[src/hdl/session_frame_parser_assert.svh]
// ----------------------------------------------------------------------------
// Session frame parser assertion macros
// Concurrent checks on clk_i, disabled while rst_ni is low.
// ----------------------------------------------------------------------------
`ifndef SESSION_FRAME_PARSER_ASSERT_SVH
`define SESSION_FRAME_PARSER_ASSERT_SVH

// Same-cycle implication.
`define SFP_ASSERT_IMPLY(lbl, ante, cons) \
  lbl: assert property (@(posedge clk_i) disable iff (!rst_ni) (ante) |-> (cons)) \
    else $error("session_frame_parser: check failed");

// Next-cycle implication.
`define SFP_ASSERT_NEXT(lbl, ante, cons) \
  lbl: assert property (@(posedge clk_i) disable iff (!rst_ni) (ante) |=> (cons)) \
    else $error("session_frame_parser: check failed");

`endif

[src/hdl/sfp_pkg.sv]
// ----------------------------------------------------------------------------
// sfp_pkg
// Types and constants of the session frame parser.
// ----------------------------------------------------------------------------
`default_nettype none

package sfp_pkg;

  localparam int unsigned LenW  = 17;
  localparam int unsigned ConsW = 18;

  typedef enum logic [1:0] {
    ST_OK      = 2'd0,
    ST_MISSING = 2'd1,
    ST_NOTCONV = 2'd2,
    ST_BADTYPE = 2'd3
  } status_e;

  typedef enum logic [2:0] {
    TAG_PAYLOAD       = 3'd0,
    TAG_CALLED_LABEL  = 3'd1,
    TAG_CALLED_NAME   = 3'd2,
    TAG_CALLING_LABEL = 3'd3,
    TAG_CALLING_NAME  = 3'd4
  } tag_e;

  typedef enum logic {
    PH_HEADER = 1'b0,
    PH_BODY   = 1'b1
  } phase_e;

  localparam logic [7:0] TypeMessage   = 8'h00;
  localparam logic [7:0] TypeRequest   = 8'h81;
  localparam logic [7:0] TypePosResp   = 8'h82;
  localparam logic [7:0] TypeNegResp   = 8'h83;
  localparam logic [7:0] TypeRetarget  = 8'h84;
  localparam logic [7:0] TypeKeepalive = 8'h85;

  localparam logic [LenW-1:0] ReqLenShort = 17'd68;
  localparam logic [LenW-1:0] ReqLenLong  = 17'd72;

  typedef struct packed {
    logic             kind;
    logic [7:0]       body_byte;
    logic [2:0]       tag;
    logic [1:0]       status;
    logic [7:0]       msg_type;
    logic             short_keepalive;
    logic [LenW-1:0]  body_length;
    logic [ConsW-1:0] consumed;
    logic [7:0]       refusal_code;
    logic [31:0]      redirect_ip;
    logic [15:0]      redirect_port;
    logic             last;
  } result_t;

  function automatic logic [1:0] hdr_status(logic [7:0] ty, logic [LenW-1:0] len);
    logic [1:0] st;
    unique case (ty)
      TypeMessage:   st = ST_OK;
      TypeRequest:   st = (len == ReqLenShort || len == ReqLenLong) ? ST_OK : ST_NOTCONV;
      TypePosResp,
      TypeKeepalive: st = (len == '0) ? ST_OK : ST_NOTCONV;
      TypeNegResp:   st = (len == 17'd1) ? ST_OK : ST_NOTCONV;
      TypeRetarget:  st = (len == 17'd6) ? ST_OK : ST_NOTCONV;
      default:       st = ST_BADTYPE;
    endcase
    return st;
  endfunction

  function automatic result_t mk_summary(logic [1:0] st, logic [7:0] ty, logic ska,
                                         logic [LenW-1:0] len, logic [ConsW-1:0] cons,
                                         logic [7:0] refusal, logic [31:0] ip,
                                         logic [15:0] port);
    result_t r;
    r = '0;
    r.kind            = 1'b1;
    r.status          = st;
    r.msg_type        = ty;
    r.short_keepalive = ska;
    r.body_length     = len;
    r.consumed        = cons;
    if (st == ST_OK && ty == TypeNegResp) r.refusal_code = refusal;
    if (st == ST_OK && ty == TypeRetarget) begin
      r.redirect_ip   = ip;
      r.redirect_port = port;
    end
    r.last = 1'b1;
    return r;
  endfunction

endpackage

`default_nettype wire

[src/hdl/session_frame_parser.sv]
// ----------------------------------------------------------------------------
// Session frame parser
// Parses session service headers from a byte stream, tags body bytes and
// emits one summary per packet.
// ----------------------------------------------------------------------------
//  Channel  | Dir | Handshake                  | Payload
//  ---------+-----+----------------------------+-------------------------------
//  in       | in  | in_valid_i / in_ready_o    | data_byte_i, seg_end_i
//  out      | out | out_valid_o / out_ready_i  | out_kind_o .. last_o
//
//  One byte is accepted per cycle while in_ready_o is high; each byte yields
//  0, 1 or 2 results. Results wait in a 4-entry output queue; a request is
//  taken while at most 2 entries are held, so the two results of a packet's
//  final body byte always fit. Each result is registered in the queue first.
//  Reset empties the queue and returns the parser to header parsing.
//  Output stalls back up into in_ready_o once the queue is nearly full.
// ----------------------------------------------------------------------------
`default_nettype none

module session_frame_parser (
  input  wire logic        clk_i,
  input  wire logic        rst_ni,
  input  wire logic        in_valid_i,
  output logic             in_ready_o,
  input  wire logic [7:0]  data_byte_i,
  input  wire logic        seg_end_i,
  output logic             out_valid_o,
  input  wire logic        out_ready_i,
  output logic             out_kind_o,
  output logic [7:0]       body_byte_o,
  output logic [2:0]       field_tag_o,
  output logic [1:0]       status_o,
  output logic [7:0]       msg_type_o,
  output logic             short_keepalive_o,
  output logic [sfp_pkg::LenW-1:0]  body_length_o,
  output logic [sfp_pkg::ConsW-1:0] consumed_o,
  output logic [7:0]       refusal_code_o,
  output logic [31:0]      redirect_ip_o,
  output logic [15:0]      redirect_port_o,
  output logic             last_o
);
  import sfp_pkg::*;

  `include "session_frame_parser_assert.svh"

  phase_e          phase_q, phase_d;
  logic            seg_start_q, seg_start_d;
  logic [1:0]      hdr_cnt_q, hdr_cnt_d;
  logic [7:0]      type_q, type_d;
  logic [LenW-1:0] length_q, length_d;
  logic [LenW-1:0] body_cnt_q, body_cnt_d;
  logic [1:0]      pend_q, pend_d;
  logic [7:0]      refusal_q, refusal_d;
  logic [31:0]     ip_q, ip_d;
  logic [15:0]     port_q, port_d;

  result_t         res_a, res_b;
  logic [1:0]      push_cnt;
  logic            acc_in, pop;
  logic            req_ok;
  logic            done;

  result_t         fifo_q [4];
  logic [1:0]      wr_ptr_q, rd_ptr_q;
  logic [2:0]      count_q;
  result_t         head;

  assign acc_in     = in_valid_i && in_ready_o;
  assign pop        = out_valid_o && out_ready_i;
  assign in_ready_o = (count_q < 3'd3);
  assign req_ok     = (type_q == TypeRequest) &&
                      (length_q == ReqLenShort || length_q == ReqLenLong);

  always_comb begin
    phase_d     = phase_q;
    seg_start_d = seg_start_q;
    hdr_cnt_d   = hdr_cnt_q;
    type_d      = type_q;
    length_d    = length_q;
    body_cnt_d  = body_cnt_q;
    pend_d      = pend_q;
    refusal_d   = refusal_q;
    ip_d        = ip_q;
    port_d      = port_q;
    res_a       = '0;
    res_b       = '0;
    push_cnt    = 2'd0;
    done        = 1'b0;
    if (acc_in) begin
      seg_start_d = seg_end_i;
      unique case (phase_q)
        PH_HEADER: begin
          if (hdr_cnt_q == 2'd0 && seg_start_q && seg_end_i && data_byte_i == 8'h00) begin
            res_a    = mk_summary(ST_OK, TypeMessage, 1'b1, '0, 18'd1, '0, '0, '0);
            push_cnt = 2'd1;
          end else begin
            unique case (hdr_cnt_q)
              2'd0: begin
                type_d     = data_byte_i;
                length_d   = '0;
                body_cnt_d = '0;
                pend_d     = ST_OK;
                refusal_d  = '0;
                ip_d       = '0;
                port_d     = '0;
              end
              2'd1:    length_d = {data_byte_i[0], 16'h0000};
              2'd2:    length_d = length_q | {1'b0, data_byte_i, 8'h00};
              default: length_d = length_q | {9'h000, data_byte_i};
            endcase
            if (hdr_cnt_q != 2'd3) begin
              if (seg_end_i) begin
                res_a     = mk_summary(ST_MISSING, type_d, 1'b0, '0,
                                       {16'h0000, hdr_cnt_q} + 18'd1, '0, '0, '0);
                push_cnt  = 2'd1;
                hdr_cnt_d = 2'd0;
              end else begin
                hdr_cnt_d = hdr_cnt_q + 2'd1;
              end
            end else begin
              hdr_cnt_d = 2'd0;
              pend_d    = hdr_status(type_q, length_d);
              if (length_d == '0) begin
                res_a    = mk_summary(pend_d, type_q, 1'b0, '0, 18'd4,
                                      refusal_q, ip_q, port_q);
                push_cnt = 2'd1;
              end else if (seg_end_i) begin
                res_a    = mk_summary(ST_MISSING, type_q, 1'b0, length_d, 18'd4,
                                      refusal_q, ip_q, port_q);
                push_cnt = 2'd1;
              end else begin
                phase_d    = PH_BODY;
                body_cnt_d = '0;
              end
            end
          end
        end
        default: begin
          res_a           = '0;
          res_a.body_byte = data_byte_i;
          res_a.tag       = TAG_PAYLOAD;
          if (req_ok) begin
            priority if (body_cnt_q == 17'd0) begin
              res_a.tag = TAG_CALLED_LABEL;
            end else if (body_cnt_q <= 17'd32) begin
              res_a.tag = TAG_CALLED_NAME;
            end else if (body_cnt_q == 17'd34) begin
              res_a.tag = TAG_CALLING_LABEL;
            end else if (body_cnt_q >= 17'd35 && body_cnt_q <= 17'd66) begin
              res_a.tag = TAG_CALLING_NAME;
            end else if (data_byte_i != 8'h00 && pend_q == ST_OK) begin
              pend_d = ST_NOTCONV;
            end
          end else if (type_q == TypeNegResp && body_cnt_q == 17'd0) begin
            refusal_d = data_byte_i;
          end else if (type_q == TypeRetarget && body_cnt_q < 17'd4) begin
            ip_d = {ip_q[23:0], data_byte_i};
          end else if (type_q == TypeRetarget && body_cnt_q < 17'd6) begin
            port_d = {port_q[7:0], data_byte_i};
          end
          body_cnt_d = body_cnt_q + 17'd1;
          done       = (body_cnt_d == length_q);
          res_a.last = !(done || seg_end_i);
          push_cnt   = 2'd1;
          if (done) begin
            res_b    = mk_summary(pend_d, type_q, 1'b0, length_q,
                                  {1'b0, length_q} + 18'd4, refusal_d, ip_d, port_d);
            phase_d  = PH_HEADER;
            push_cnt = 2'd2;
          end else if (seg_end_i) begin
            res_b    = mk_summary(ST_MISSING, type_q, 1'b0, length_q,
                                  {1'b0, body_cnt_d} + 18'd4, refusal_d, ip_d, port_d);
            phase_d  = PH_HEADER;
            push_cnt = 2'd2;
          end
        end
      endcase
    end
  end

  always_ff @(posedge clk_i or negedge rst_ni) begin
    if (!rst_ni) begin
      phase_q     <= PH_HEADER;
      seg_start_q <= 1'b1;
      hdr_cnt_q   <= '0;
      type_q      <= '0;
      length_q    <= '0;
      body_cnt_q  <= '0;
      pend_q      <= ST_OK;
      refusal_q   <= '0;
      ip_q        <= '0;
      port_q      <= '0;
    end else begin
      phase_q     <= phase_d;
      seg_start_q <= seg_start_d;
      hdr_cnt_q   <= hdr_cnt_d;
      type_q      <= type_d;
      length_q    <= length_d;
      body_cnt_q  <= body_cnt_d;
      pend_q      <= pend_d;
      refusal_q   <= refusal_d;
      ip_q        <= ip_d;
      port_q      <= port_d;
    end
  end

  // output queue
  always_ff @(posedge clk_i) begin
    if (push_cnt != 2'd0) fifo_q[wr_ptr_q] <= res_a;
    if (push_cnt == 2'd2) fifo_q[wr_ptr_q + 2'd1] <= res_b;
  end

  always_ff @(posedge clk_i or negedge rst_ni) begin
    if (!rst_ni) begin
      wr_ptr_q <= '0;
      rd_ptr_q <= '0;
      count_q  <= '0;
    end else begin
      wr_ptr_q <= wr_ptr_q + push_cnt;
      rd_ptr_q <= rd_ptr_q + {1'b0, pop};
      count_q  <= count_q + {1'b0, push_cnt} - {2'b00, pop};
    end
  end

  assign head              = fifo_q[rd_ptr_q];
  assign out_valid_o       = (count_q != 3'd0);
  assign out_kind_o        = head.kind;
  assign body_byte_o       = head.body_byte;
  assign field_tag_o       = head.tag;
  assign status_o          = head.status;
  assign msg_type_o        = head.msg_type;
  assign short_keepalive_o = head.short_keepalive;
  assign body_length_o     = head.body_length;
  assign consumed_o        = head.consumed;
  assign refusal_code_o    = head.refusal_code;
  assign redirect_ip_o     = head.redirect_ip;
  assign redirect_port_o   = head.redirect_port;
  assign last_o            = head.last;

  `SFP_ASSERT_IMPLY(a_count_bound, 1'b1, count_q <= 3'd4)
  `SFP_ASSERT_IMPLY(a_summary_last, out_valid_o && out_kind_o, last_o)
  `SFP_ASSERT_IMPLY(a_body_no_hdr, phase_q == PH_BODY, hdr_cnt_q == 2'd0)
  `SFP_ASSERT_NEXT(a_seg_start, acc_in && seg_end_i, seg_start_q && phase_q == PH_HEADER)

endmodule

`default_nettype wire
[config.mk]
export PLATFORM = sky130hd
export DESIGN_NAME = session_frame_parser
export DESIGN_NICKNAME = d
export VERILOG_FILES = /design/src/hdl/sfp_pkg.sv /design/src/hdl/session_frame_parser.sv
export VERILOG_INCLUDE_DIRS = /design/src /design/src/hdl
export SDC_FILE = /design/constraint.sdc
export NUM_CORES = 1
export LEC_CHECK = 0
export BUFFER_PORTS_ARGS = -buffer_cell sky130_fd_sc_hd__buf_2
export CORE_MARGIN = 8
export CORE_UTILIZATION = 45
export CTS_CLUSTER_DIAMETER = 40
export DETAILED_ROUTE_END_ITERATION = 10
export SYNTH_ARGS = -nofsm -noshare
export SYNTH_HDL_FRONTEND = slang
export SYNTH_SLANG_ARGS = --single-unit
[constraint.sdc]
create_clock -name clk_i -period 5.9 [get_ports clk_i]
set_input_delay 1.18 -clock clk_i [delete_from_list [all_inputs] [get_ports clk_i]]
set_output_delay 1.18 -clock clk_i [all_outputs]
set_load 0.05 [all_outputs]
-- Word-level counts from Yosys, hierarchy flattened
Memories as Yosys holds them, arrays and structs flattened.
Cells that the tools add are included.
- add/subtract/negate cells: 10
- magnitude comparators: 6
- equal/unequal tests: 19
- muxes and demuxes: 90
- bitwise gates (word level): 4
- reductions and logical operators: 36
- operators with widths (kind ; number):
    $mux 115 ; 11
    $mux 32 ; 6
    $mux 17 ; 9
    $mux 16 ; 7
    $mux 48 ; 2
    $eq 17x7->1 const B ; 4
    $mux 8 ; 8
    $mux 2 ; 29
    $pmux 17 s3 ; 1
    $eq 8x8->1 const B ; 5
    $add 17x3->18 const B ; 2
    $logic_not 17->1 ; 2
    $lt 17x3->1 const B ; 2
    $add 17x1->17 const B ; 1
    $eq 17x1->1 const B ; 1
    $eq 17x17->1 ; 1
    $eq 17x3->1 const B ; 1
    $eq 17x6->1 const B ; 1
    $ge 17x6->1 const B ; 1
    $le 17x6->1 const B ; 1
    $le 17x7->1 const B ; 1
    $or 17x16->17 ; 1
    $or 17x8->17 ; 1
    $logic_not 8->1 ; 2
    25 further kinds ; 65
- register bits after elaboration: 111
- RAM bits: 460
- input bits: 13
- output and inout port bits: 117
- logic and storage cells: 179
- memories: 1
- memory list (name ; words ; bits a word ; read ports ; clocked after Yosys merged registers in ; wr ports ; line ; RTL):
    fifo_q ; 4 ; 115 ; 1 ; 0 ; 2 ; session_frame_parser.sv:63 ; result_t fifo_q [4];

-- Logic depth before layout (Yosys ltp)
- depth after elaboration: 23
- depth in mapped cells: 15

-- Least setup slack after synthesis
No wires, ideal clock.
- kind: input to register
- start point: in data_byte_i[1]
- end point: mem fifo_q[2][0] (netlist bit), enable pin
- library setup time: 465 ps
- arrival time: 5329 ps
- path slack: 106 ps
- stages: 9
- path buffers: 3
- path through: buf_2 > or4_1 > o32a_1 > nor2_2 > a311oi_2 > or2_2 > buf_2 > clkbuf_1 > nand2_1
- RTL lines (element ; line ; RTL):
    start, declared ; session_frame_parser.sv:25 ; input wire logic [7:0] data_byte_i,
    end, declared ; session_frame_parser.sv:63 ;

==> results.py <==
metrics = {
    "grt": {
        "grt_max_degree": 86,
        "grt_pass1_wl_um": 125000,
        "overflow": 0,
        "antenna_found_initial": 2,
        "grt_usage_pct": 23.2,
        "grt_pass1_vias": 19700,
    },
    "logic_synthesis": {
        "synth-async-reset-ratio_pct": 19.4,
        "ys_seq_area_share_pct": 58.0,
        "synth_edf_count": 412,
        "syn_nets": 2285,
        "syn_inst": 2255,
        "syn_area_per_cell_um2": 12.3,
        "synth_area_leaders": "edfxtp_1 (45%), dfrtp_1 (9.9%), mux4_2 (9.3%)",
        "synth_common_cells": "edfxtp_1 (412), nor2_1 (350), nand2_1 (135)",
        "synth_seq_cells": 571,
        "ys_warn_count": 0,
        "ys.flop_type": "edfxtp_1",
        "yosysUniqueCellTypes": 88,
        "netlist.area_leader.share_pct": 44.6,
        "yosys.area.top_type": "edfxtp_1",
        "synthMostInstantiatedCell": "edfxtp_1",
        "netlist_area_mm2": 0.0278,
    },
    "power": {
        "p_per_area_mw_per_mm2": 509,
        "total_leakage_power_nw": 11.3,
        "ir_drop_mv": 0.344,
        "power.total_mw": 16.3,
    },
    "critical_path": {
        "path_delay_family": "simple AND/OR/NAND/NOR gates",
        "crit_path_end_kind": "flop",
        "startpoint_type": "flop",
        "path_class": "flop to flop",
        "crit_required_ns": 6.34,
        "crit_slowest_cell": "nand4b_4",
        "cp_max_fo": 48,
        "slowest_delay_ns": 0.97,
        "cp_cell_sequence": "ha_1, nand4_2, nor4_4, xnor2_1, o2111a_1, and4b_4, nand2_4, nand4b_4, nor2_1",
        "critPathArrivalTime_ns": 5.18,
        "path_buf_inv": 0,
    },
    "cts": {
        "worstSkewPairLatency_ns": 0.64,
        "cts_resized": 0,
        "clk_pin_slew_worst_paths_ns": 0.05,
        "numCtsBuffers": 87,
        "postCtsHoldBufs": 0,
        "tritoncts": "built",
        "cts_root_buf": "clkbuf_16",
        "cts_buffer_depth": 3,
        "post_cts_buffers": 0,
        "numClockSinks": 571,
        "cts_max_level": 3,
    },
    "floorplanning": {
        "row_count": 91,
        "ioPinCount": 130,
        "die_w_um": 264,
        "die_h_um": 264,
        "coreArea_mm2": 0.0614,
        "start_util_pct": 45.2,
        "die_area_mm2": 0.0699,
    },
    "sta": {
        "min_period_over_period_pct": 80.4,
        "setup_viol": 0,
        "post-route-min-period_ns": 4.74,
        "slew_headroom_pct": 19.9,
        "tightest_slew_ns": 1.20,
        "final-hold-violation-count": 0,
        "rsz0062_at_grt": "no",
        "fin_skew_ns": 0.0294,
        "fin_setup_tns_ns": 0,
        "final_max_slew_viol_count": 0,
        "max_clock_freq_ghz": 0.211,
    },
    "detailed_routing": {
        "drc_errors": 0,
        "drt_iter0_drc": 2185,
        "via_per_inst": 6.12,
        "wire_per_inst_um": 25.8,
        "drtAntennaViolNets": 0,
        "dr.pass1.iters": 5,
        "vias": 19500,
        "drt-total-wl_um": 82300,
    },
    "cells_and_area": {
        "n_fill_cell": 5144,
        "area_growth_pct": 15.6,
        "layout-drive-gt1-share_pct": 21.6,
        "n_antenna_cell": 0,
        "stdcell_count": 3188,
        "final_nets": 2354,
    },
    "placed_design": {
        "dp.cells": 3025,
        "place.gp.congestion": 0.935,
        "io_buffers": 129,
        "hpwl_um": 52300,
    },
    "run_status": {
        "status": "complete, no violations",
    },
    "hold_path": {
        "hp-class": "flop to flop",
    },
    "run": {
        "drv_cap": 0,
    },
}
[sequential cells by signal, summed over array words and instances, names as in the netlist, 2 cells and up]
signal / count
body_cnt_q: 17
count_q: 3
fifo_q: 460
hdr_cnt_q: 2
ip_q: 32
length_q: 17
pend_q: 2
port_q: 16
rd_ptr_q: 2
refusal_q: 8
type_q: 8
wr_ptr_q: 2
[power by group]
| part | internal, mW | total (mW) | switching [mW] |
|---|---|---|---|
| registers | 4.90 | 5.57 | 0.676 |
| clock network | 3.15 | 5.19 | 2.05 |
| logic | 1.72 | 5.58 | 3.86 |
[cell type report]
cell class,count,area (µm²),share of cell area (%)
Clock buffer,101,2340,7.29
Multi-Input combinational cell,1454,10700,33.4
Tap cell,790,988,3.08
Clock inverter,62,668,2.08
Timing Repair Buffer,173,1120,3.48
Inverter,37,141,0.440
Sequential cell,571,16100,50.2
[per-layer routing]
layer / part of all wire [%] / global-route usage, % / wire length (µm)
met5: 0.030 / 0 / 25
met4: 2.9 / 7.18 / 2400
met3: 6.1 / 4.08 / 5050
met2: 49 / 38.7 / 40700
met1: 41 / 30.8 / 34200
[cell usage in the layout, fill, tap and decap left out, types with 8 or more instances in the layout]
cell type,count
ha_1,16
buf_4,34
edfxtp_1,412
o2bb2ai_1,25
dfrtp_1,108
clkinv_2,8
nand4_1,11
xor2_1,15
mux2i_1,53
o21ai_0,122
o31ai_1,8
dfxtp_1,48
a22oi_1,73
mux4_2,115
o22ai_1,55
or3_1,12
nand3_1,33
mux2_2,9
nand2_1,131
inv_1,33
and3_1,8
a32o_1,10
inv_6,11
a22o_1,14
nor3_1,37
clkbuf_16,91
nand2b_1,8
clkinvlp_4,11
clkinv_4,8
and2_1,21
buf_12,11
a21oi_1,76
xnor2_1,38
nor2_1,349
nor2b_1,51
nor4_1,15
buf_2,128
[cells by family after synthesis]
kind of cell / Yosys count / synth area share [%]
simple gates: 735 / 12.7
flops: 571 / 58.0
compound gates: 471 / 11.6
buf+inv: 230 / 3.56
mux: 177 / 11.6
xor+xnor: 54 / 1.73
fa+ha+maj: 17 / 0.793
[worst register-to-register path, cell delays in order, from the launching register on]
cell and delay (ns):
dfrtp_1 0.59, ha_1 0.45, nand4_2 0.46, nor4_4 0.51, xnor2_1 0.24, o2111a_1 0.31, and4b_4 0.30, nand2_4 0.31
nand4b_4 0.99, nor2_1 0.39
[worst paths after layout]
kind	startpoint	end	slack, ns	depth (start not counted)
setup reg to reg	body_cnt_q[0]$_DFFE_PN0P_	fifo_q[1][2]$_DFFE_PP_	1.16	9
setup / recovery	body_cnt_q[0]$_DFFE_PN0P_	fifo_q[1][2]$_DFFE_PP_	1.16	9
hold / removal	fifo_q[3][105]$_SDFFE_PP0P_	fifo_q[3][105]$_SDFFE_PP0P_	0.47	2
hold reg to reg	fifo_q[3][105]$_SDFFE_PP0P_	fifo_q[3][105]$_SDFFE_PP0P_	0.47	2
min in group asynchronous	rst_ni	body_cnt_q[6]$_DFFE_PN0P_	0.55	1
max in group asynchronous	rst_ni	port_q[5]$_DFFE_PN0P_	4.29	2
[stage by stage]
stage | setup slack, ns | utilization [%] | hold slack [ns] | instance area [µm²]
floorplan | 0.106 | - | 0.427 | 27800
global placement | 1.28 | 47.4 | 0.440 | 29100
detailed placement | 1.23 | 47.4 | 0.452 | 29100
CTS | 1.15 | 52.3 | 0.463 | 32100
global route | 0.866 | 52.3 | 0.492 | 32100
finish | 1.16 | 52.3 | 0.471 | 32100
(Power assumes the default switching activity.)
